`config.mk`:
```
export PLATFORM = sky130hd
export DESIGN_NAME = rgb_to_hsv_converter
export DESIGN_NICKNAME = d
export VERILOG_FILES = /design/src/rtl/rth_pkg.sv /design/src/rtl/rth_div_cell.sv /design/src/rtl/rth_sort.sv /design/src/rtl/rgb_to_hsv_converter.sv
export SDC_FILE = /design/constraint.sdc
export NUM_CORES = 2
export LEC_CHECK = 0
export ABC_AREA = 1
export BUFFER_PORTS_ARGS = -buffer_cell sky130_fd_sc_hd__buf_2
export CAP_MARGIN = 40
export CORE_ASPECT_RATIO = 1.2
export CORE_UTILIZATION = 60
export CTS_CLUSTER_SIZE = 40
export DETAILED_ROUTE_END_ITERATION = 10
export PLACE_DENSITY = 0.76
export SYNTH_ARGS = -nofsm -noshare
export SYNTH_HDL_FRONTEND = slang
export SYNTH_HIERARCHICAL = 1
export SYNTH_SLANG_ARGS = --single-unit
```
`constraint.sdc`:
```
create_clock -name aclk -period 51.6 [get_ports aclk]
set_clock_uncertainty 0.1 [all_clocks]
set_input_delay 5.16 -clock aclk [delete_from_list [all_inputs] [get_ports aclk]]
set_output_delay 5.16 -clock aclk [all_outputs]
set_load 0.1 [all_outputs]
```
`src/rtl/rth_pkg.sv`:
```
// Shared types and constants for the RGB to HSV converter.
// No dependencies; used by every module of the block.
`timescale 1ns / 1ps
`default_nettype none
package rth_pkg;
    // Number of fraction bits in hue and saturation.
    localparam int FRAC_BITS = 16;
    // Quotient bits: one integer bit so a full-scale quotient can saturate.
    localparam int QBITS = FRAC_BITS + 1;

    // Hue offset in sixths of a turn.
    typedef enum logic [1:0] {
        K_ZERO = 2'd0,
        K_M6   = 2'd1,
        K_M2   = 2'd2,
        K_P4   = 2'd3
    } hue_off_t;

    // Per-stage control that travels alongside the divider data.
    typedef struct packed {
        logic valid;
        logic hue_zero;
        logic sat_zero;
    } rth_flags_t;
endpackage
`default_nettype wire

```
`src/rtl/rth_div_cell.sv`:
```
// One restoring-division cell: produces one quotient bit per word per stage.
// Depends on rth_pkg for the quotient width.
`timescale 1ns / 1ps
`default_nettype none
module rth_div_cell import rth_pkg::*; #(
    parameter int DW = 19
) (
    input  wire logic             aclk,
    input  wire logic             en,
    input  wire logic [DW-1:0]    den_i,
    input  wire logic [DW:0]      rem_i,
    input  wire logic [QBITS-1:0] q_i,
    output logic      [DW-1:0]    den_o,
    output logic      [DW:0]      rem_o,
    output logic      [QBITS-1:0] q_o
);
    logic          ge;
    logic [DW:0]   rsel;

    // Subtract the divisor when it fits, then shift the remainder up.
    assign ge   = rem_i >= {1'b0, den_i};
    assign rsel = ge ? (rem_i - {1'b0, den_i}) : rem_i;

    // Payload registers advance with the pipeline enable.
    always_ff @(posedge aclk) begin
        if (en) begin
            den_o <= den_i;
            rem_o <= {rsel[DW-1:0], 1'b0};
            q_o   <= {q_i[QBITS-2:0], ge};
        end
    end
endmodule
`default_nettype wire

```
`src/rtl/rth_sort.sv`:
```
// Input stage: orders the components, finds chroma and the hue numerator.
// Depends on rth_pkg for the hue offset and flag types.
`timescale 1ns / 1ps
`default_nettype none
module rth_sort import rth_pkg::*; #(
    parameter int W = 16
) (
    input  wire logic         aclk,
    input  wire logic         aresetn,
    input  wire logic         en,
    input  wire logic         s_valid,
    input  wire logic [W-1:0] s_red,
    input  wire logic [W-1:0] s_green,
    input  wire logic [W-1:0] s_blue,
    output logic      [W+2:0] hnum_o,
    output logic      [W+2:0] hden_o,
    output logic      [W-1:0] chroma_o,
    output logic      [W-1:0] max_o,
    output rth_flags_t        flags_o
);
    localparam int SW = W + 5;

    logic [W-1:0]  g1, b1, r2, g2, lo, c;
    hue_off_t      k1, k2;
    logic [SW-1:0] c_ext, c6, kc, gb, num, anum;

    // Two strict compare-and-swap steps track the hue offset.
    always_comb begin
        g1 = s_green;
        b1 = s_blue;
        k1 = K_ZERO;
        if (s_green < s_blue) begin
            g1 = s_blue;
            b1 = s_green;
            k1 = K_M6;
        end
        r2 = s_red;
        g2 = g1;
        k2 = k1;
        lo = b1;
        if (s_red < g1) begin
            r2 = g1;
            g2 = s_red;
            k2 = (k1 == K_M6) ? K_P4 : K_M2;
            lo = (s_red < b1) ? s_red : b1;
        end
        c = r2 - lo;
    end

    // Hue numerator |k6*c + (g - b)| in signed arithmetic.
    always_comb begin
        c_ext = {{(SW-W){1'b0}}, c};
        c6    = (c_ext << 2) + (c_ext << 1);
        gb    = {{(SW-W){1'b0}}, g2} - {{(SW-W){1'b0}}, b1};
        case (k2)
            K_ZERO:  kc = '0;
            K_M6:    kc = '0 - c6;
            K_M2:    kc = '0 - (c_ext << 1);
            K_P4:    kc = c_ext << 2;
            default: kc = '0;
        endcase
        num  = kc + gb;
        anum = num[SW-1] ? ('0 - num) : num;
    end

    // Stage registers; reset clears only the valid bit.
    always_ff @(posedge aclk) begin
        if (!aresetn) begin
            flags_o.valid <= 1'b0;
        end else if (en) begin
            hnum_o           <= anum[W+2:0];
            hden_o           <= c6[W+2:0];
            chroma_o         <= c;
            max_o            <= r2;
            flags_o.valid    <= s_valid;
            flags_o.hue_zero <= (c == '0);
            flags_o.sat_zero <= (r2 == '0);
        end
    end
endmodule
`default_nettype wire

```
`src/rtl/rgb_to_hsv_converter.sv`:
```
// Top level of the RGB to HSV converter: sort stage and two divider chains.
// Depends on rth_pkg, rth_sort and rth_div_cell.
//
// Usage: pixels enter on the s_ channel (s_red, s_green, s_blue) and leave
// on the m_ channel (m_hue, m_saturation, m_brightness), both valid/ready.
// One word is accepted every clock cycle while the output side takes words.
// From acceptance to m_valid a word passes one sort stage, then one
// cell per quotient bit (17 cells) in each of the hue and saturation chains,
// with the last cell acting as the output register.
// Throughput is one pixel per cycle while the output side takes words.
// The whole pipeline advances together: when m_valid is high and m_ready is
// low, every stage holds and s_ready falls, so no word is lost.
// s_ready follows the output register alone, so it is high whenever the
// output register is empty or being read; bubbles in inner stages stay.
// Reset clears all valid bits; the first word can be accepted right after.
`timescale 1ns / 1ps
`default_nettype none
module rgb_to_hsv_converter import rth_pkg::*; #(
    parameter int COMPONENT_BITS = 16
) (
    input  wire logic                      aclk,
    input  wire logic                      aresetn,
    input  wire logic                      s_valid,
    output logic                           s_ready,
    input  wire logic [COMPONENT_BITS-1:0] s_red,
    input  wire logic [COMPONENT_BITS-1:0] s_green,
    input  wire logic [COMPONENT_BITS-1:0] s_blue,
    output logic                           m_valid,
    input  wire logic                      m_ready,
    output logic      [FRAC_BITS-1:0]      m_hue,
    output logic      [FRAC_BITS-1:0]      m_saturation,
    output logic      [COMPONENT_BITS-1:0] m_brightness
);
    localparam int W  = COMPONENT_BITS;
    localparam int HW = W + 3;

    logic en;

    logic [HW-1:0]    hden [0:QBITS];
    logic [HW:0]      hrem [0:QBITS];
    logic [QBITS-1:0] hq   [0:QBITS];
    logic [W-1:0]     sden [0:QBITS];
    logic [W:0]       srem [0:QBITS];
    logic [QBITS-1:0] sq   [0:QBITS];
    rth_flags_t       flg0;
    rth_flags_t       flg_reg [1:QBITS];
    logic [HW-1:0]    hnum0;
    logic [W-1:0]     chroma0;

    // Pipeline enable: move when the output register is empty or taken.
    assign en      = !m_valid || m_ready;
    assign s_ready = en;

    // Sort stage.
    rth_sort #(.W(W)) u_sort (
        .aclk     (aclk),
        .aresetn  (aresetn),
        .en       (en),
        .s_valid  (s_valid),
        .s_red    (s_red),
        .s_green  (s_green),
        .s_blue   (s_blue),
        .hnum_o   (hnum0),
        .hden_o   (hden[0]),
        .chroma_o (chroma0),
        .max_o    (sden[0]),
        .flags_o  (flg0)
    );

    assign hrem[0] = {1'b0, hnum0};
    assign hq[0]   = '0;
    assign srem[0] = {1'b0, chroma0};
    assign sq[0]   = '0;

    // Chains of division cells, one quotient bit per stage.
    for (genvar i = 0; i < QBITS; i++) begin : g_chain
        rth_flags_t flg_prev;

        rth_div_cell #(.DW(HW)) u_hcell (
            .aclk  (aclk),
            .en    (en),
            .den_i (hden[i]),
            .rem_i (hrem[i]),
            .q_i   (hq[i]),
            .den_o (hden[i+1]),
            .rem_o (hrem[i+1]),
            .q_o   (hq[i+1])
        );
        rth_div_cell #(.DW(W)) u_scell (
            .aclk  (aclk),
            .en    (en),
            .den_i (sden[i]),
            .rem_i (srem[i]),
            .q_i   (sq[i]),
            .den_o (sden[i+1]),
            .rem_o (srem[i+1]),
            .q_o   (sq[i+1])
        );

        // Flags come from the sort stage or from the previous cell.
        if (i == 0) begin : g_src
            assign flg_prev = flg0;
        end else begin : g_src
            assign flg_prev = flg_reg[i];
        end

        // Side line for flags; the maximum travels as the divisor.
        always_ff @(posedge aclk) begin
            if (!aresetn) begin
                flg_reg[i+1].valid <= 1'b0;
            end else if (en) begin
                flg_reg[i+1] <= flg_prev;
            end
        end
    end

    // Saturate full-scale quotients and apply the zero rules.
    assign m_valid      = flg_reg[QBITS].valid;
    assign m_brightness = sden[QBITS];
    assign m_hue        = flg_reg[QBITS].hue_zero ? '0 :
                          (hq[QBITS][QBITS-1] ? '1 : hq[QBITS][FRAC_BITS-1:0]);
    assign m_saturation = flg_reg[QBITS].sat_zero ? '0 :
                          (sq[QBITS][QBITS-1] ? '1 : sq[QBITS][FRAC_BITS-1:0]);

    // Reset empties the whole pipeline.
    a_reset_empty: assert property (@(posedge aclk) !aresetn |=> !m_valid)
        else $error("output valid after reset");

    // Nonzero saturation needs a nonzero maximum.
    a_sat_max: assert property (@(posedge aclk) disable iff (!aresetn)
        m_valid && (m_saturation != '0) |-> (m_brightness != '0))
        else $error("saturation without brightness");

    // Zero brightness means all components are zero, so hue is zero too.
    a_black_hue: assert property (@(posedge aclk) disable iff (!aresetn)
        m_valid && (m_brightness == '0) |-> (m_hue == '0))
        else $error("hue on black pixel");
endmodule
`default_nettype wire
```
======== Word level (Yosys, flattened, before mapping) ========
Memory sizes are Yosys's and may differ from the RTL's.
Cells that the tools add are included.
cells by class
  add/sub/neg operators ................... 39
  order comparisons ....................... 37
  eq/ne operators ......................... 4
  multiplexer cells ....................... 68
  bitwise logic cells ..................... 17
  reductions and logical operators ........ 6
operators by type and width
  operator                                           number
  2-to-1 mux 16 bit                                  26
  2-to-1 mux 19 bit                                  17
  greater-or-equal comparator 20 x 19 -> 1 bit       16
  subtractor 19 bit                                  16
  greater-or-equal comparator 17 x 16 -> 1 bit       16
  subtractor 16 bit                                  17
  one-hot mux 21 bit (4 select lines)                1
  < comparator 16 bit                                3
  logical NOT 16 bit                                 2
  2-to-1 mux 1 bit                                   23
  adder 21 bit                                       1
  subtractor 1 x 21 -> 21 bit, first input constant  1
  adder 18 x 17 -> 19 bit                            1
  greater-or-equal comparator 19 bit                 1
  subtractor 1 x 19 -> 19 bit, first input constant  1
  subtractor 1 x 17 -> 18 bit, first input constant  1
  OR 1 bit                                           17
  subtractor 16 x 16 -> 17 bit                       1
  greater-or-equal comparator 16 bit                 1
  == test 2 bit, second input constant               2
  == test 2 x 1 -> 1 bit, second input constant      1
  logical NOT 2 bit                                  1
  2-to-1 mux 2 bit                                   1
  AND reduction 2 bit                                1
  3 further kinds                                    3
word-level totals
  register bits ........................... 1515
  RAM bits ................................ 51
  bits of input ports ..................... 52
  output and inout bits ................... 50
  logic and storage cells ................. 308
  memories ................................ 1
memories
  name     depth  width  rd ports  clocked after Yosys merged registers in  write ports  line                        text
  flg_reg  17     3      17        0                                        17           rgb_to_hsv_converter.sv:46  rth_flags_t flg_reg [1:QBITS];

======== Longest topological paths before layout ========
  depth in word-level cells ............... 12
  gate-level depth with buffers ........... 68
  mapped depth without buffers ............ 64

======== Cells and area by module ========
The synthesis kept the hierarchy.
modules (own cells, without submodules)
  module                                  instances  cells an instance  area an instance (um^2)  sequential area each (um^2)
  rth_div_cell (g_chain[12].u_hcell ...)  11         364                3230.6                   1651.6
  rth_div_cell (g_chain[12].u_scell ...)  12         320                2801.4                   1471.4
  rth_div_cell (g_chain[0].u_hcell ...)   5          359                3223.1                   1651.6
  rth_div_cell (g_chain[0].u_scell ...)   5          323                2925.3                   1471.4
  rth_sort                                1          1220               8674.6                   2122.0
  rth_div_cell (g_chain[1].u_hcell)       1          361                3219.3                   1651.6
  rgb_to_hsv_converter                    1          164                2038.2                   1531.5

======== Least setup slack after synthesis ========
Ideal clock, no wire load.
  path kind ............................... in2out
  from .................................... input port m_ready
  to ...................................... output port s_ready
  data arrival time ....................... 26.334 ns
  data required time ...................... 46.340 ns
  slack ................................... 20.006 ns
  stages on the path ...................... 2
  buffers on the path ..................... 0
  cells stage by stage .................... inv_1 > nand2_2
between the ends
  cells in the longest elaborated chain, start to end .. 1
ends and longest elaborated chain
  element           line                        text
  start, declared   rgb_to_hsv_converter.sv:29  input wire logic m_ready,
  logical OR 1 bit  rgb_to_hsv_converter.sv:51  assign en = !m_valid || m_ready;
  end, declared     rgb_to_hsv_converter.sv:24  output logic s_ready,
Every way passes these cells.

======== Worst setup path after layout ========
  from .................................... input port s_blue[15]
  to ...................................... register u_sort.hnum_o[8] (data pin)
between the ends
  elaborated cells on any way between the ends .. 26
  classes of those cells .................. add/sub (7); order compare (3); eq/ne (4); mux (11); reduce/logical (1)
RTL lines
  element                                  line                        text
  start, declared                          rgb_to_hsv_converter.sv:27  input wire logic [COMPONENT_BITS-1:0] s_blue,
  < comparator 16 bit                      rth_sort.sv:32              if (s_green < s_blue) begin
  2-to-1 mux 16 bit (*)                    rth_sort.sv:32
  < comparator 16 bit                      rth_sort.sv:41              if (s_red < g1) begin
  2-to-1 mux 16 bit (*)                    rth_sort.sv:41
  named net u_sort.r2[1]                   rth_sort.sv:23              logic [W-1:0] g1, b1, r2, g2, lo, c;
  subtractor 16 bit (*)                    rth_sort.sv:47              c = r2 - lo;
  named net u_sort.c[2]                    rth_sort.sv:23
  adder 18 x 17 -> 19 bit (*)              rth_sort.sv:53              c6 = (c_ext << 2) + (c_ext << 1);
  named net u_sort.c6[8]                   rth_sort.sv:25              logic [SW-1:0] c_ext, c6, kc, gb, num, anum;
  subtractor 1 x 21 -> 21 bit (*)          rth_sort.sv:57              K_M6: kc = '0 - c6;
  one-hot mux 21 bit (4 select lines) (*)  rth_sort.sv:55              case (k2)
  adder 21 bit (*)                         rth_sort.sv:62              num = kc + gb;
  subtractor 1 x 19 -> 19 bit              rth_sort.sv:63              anum = num[SW-1] ? ('0 - num) : num;
  2-to-1 mux 19 bit (*)                    rth_sort.sv:63
  named net u_sort.anum[8]                 rth_sort.sv:25
  end signal, assigned                     rth_sort.sv:71              hnum_o <= anum[W+2:0];
  end, declared                            rth_sort.sv:15              output logic [W+2:0] hnum_o,
The timed path passes the listed nets; every way through them passes the cells marked *.
A chain may end at the register's enable or synchronous reset.

==> results.cfg <==
[status]
status = complete, no violations

[logic_synthesis]
syn_avg_cell_area_um2 = 8.32
synthCells = 12300
syn_area_um2 = 102000
yosys_warnings = 6

[critical_path]
r2r-start = flg_reg[8][5]$_DFFE_PP_
worstSetupEndpoint = u_sort/hnum_o[8]$_DFFE_PP_
cp_num_buf_inv = 10
path_depth = 43
rrSetupSlack_ns = 46.89
r2r_end = g_chain[5].u_hcell/den_o[7]$_DFFE_PP_
cp_max_fo = 57
crit_slowest_cell = xnor2_1
cp_top_family = compound AO/OA/AOI/OAI gates
crit_top_cell = inv_1
cpPeakStageDelay_ns = 0.64
start_kind = input port
endpoint_kind = flop
critPathRequiredTime_ns = 52.06
crit_start = s_blue[15]
rr_worst_depth = 8
criticalPathCategory = input port to flop
cp.arrival_ns = 15.02

[route]
viasPerCell = 5.28
drt_iter0_drc = 4712
drc = 0
ant_nets = 0
drt-pass1-iter-count = 6
wl_mm = 252
num_vias = 78300
wire_per_inst_um = 17.0

[global_route]
grt_pass1_vias = 77100
grt_max_degree = 166
grt.overflow.total = 0
grt_antenna_before_repair = 0
grt_pass1_wl_mm = 396
grt_util_all_layers_pct = 29.2

[clock_network]
clkSinkCount = 1564
cts_tree = built
cts_root_buffer = clkbuf_16
worstSkewPairLatency_ns = 0.81
clkTransAtPathRegs_ns = 0.06
cts_resized = 0
holdBufCountCts = 0
cts_htree_levels = 4
cts_made_buffers = 162
cts.path.max_buffers = 3
cts_setup_buffers = 0

[sta]
relSlewSlack_pct = 33.7
fin_setup_tns_ns = 0
min_period_ns = 14.57
slew_viol_final = 0
rsz0062_at_grt = no
fmax_mhz = 68.7
tightest_slew_ns = 0.995
setup_viol = 0
hold_viol_final = 0
hold-worst-slack_ns = 0.313
fin_crit_sh_pct = 28.2

[finish]
layout-drive-gt1-share_pct = 8.39
largestRegisters = g_chain.u_hcell/den_o (304), g_chain.u_hcell/rem_o (304), g_chain.u_scell/den_o (272)
area_delta_synth_final_pct = 7.14
finalNonFillerCells = 14800
final_core_util_pct = 64.9
nFillCells = 14400
final_nets = 13200

[die]
row_count = 165
dieArea_um2 = 172000
core_um2 = 169000
start_util_pct = 60.6
dieWidth_um = 379
fp.dieH_um = 454
ios = 102

[placement]
port_buffers = 101
place_congestion = 0.962
place_inst = 14500
dp_hpwl_mm = 199

[min_path]
hold_path.class = flop to flop
hold_start = g_chain[13].u_hcell/q_o[6]$_DFFE_PP_

[flow_run]
maxCapViolCount = 0
==> through the flow <==
| stage | setup slack (ns) | instance area, um2 |
|---|---|---|
| after floorplan | 23.82 | 102000 |
| after global placement | 36.41 | 104000 |
| after detailed placement | 36.27 | 104000 |
| after CTS | 37.14 | 110000 |
| after global routing | 36.23 | 110000 |
| final | 37.03 | 110000 |
==> metal layers <==
metal	vias up	GRT usage, %	part of all wire [%]
met1	36300	33.4	39
met2	1943	53.2	51
li1	39400	-	-
met3	611	3.27	4.1
met4	0	15.3	5.6
met5	-	0	0
==> layout make-up <==
class	count	area (um2)	share of cell area, %
Timing Repair Buffer	135	963	0.878
Sequential cell	1564	47000	42.8
Inverter	2201	8320	7.58
Clock inverter	110	1190	1.08
Antenna cell	2	5.00	0.00456
Multi-Input combinational cell	8378	45300	41.3
Tap cell	2254	2820	2.57
Clock buffer	180	4120	3.76
==> worst min-delay path by stage <==
stage,to,slack [ns],depth (start not counted)
floorplan,flg_reg[0][3]$_DFFE_PP_,0.30,0
global placement,g_chain[10].u_hcell/q_o[3]$_DFFE_PP_,0.30,0
detailed placement,g_chain[10].u_hcell/q_o[5]$_DFFE_PP_,0.30,0
CTS,g_chain[15].u_scell/q_o[3]$_DFFE_PP_,0.31,0
global route,g_chain[15].u_scell/q_o[11]$_DFFE_PP_,0.32,0
finish,g_chain[14].u_hcell/q_o[7]$_DFFE_PP_,0.31,0
==> placed cells by master (no fill, tap or decap), drive strengths merged, types with 13 or more instances in the layout <==
cell type     n
nand4        73
clkinv       65
o21bai       27
nand2      4499
ha          715
edfxtp     1563
o21a         28
xnor2        80
a21oi       414
buf         135
clkbuf      180
nor2        873
fa           36
nand3       745
conb         38
and2         57
inv        2217
nor3        129
or2          19
xor2        247
nand3b      108
clkinvlp     13
bufinv       16
o21ai       231
Power is left out: the tool's default activity adds up to more than one toggle a clock period on the data nets, which glitch-free logic cannot reach.
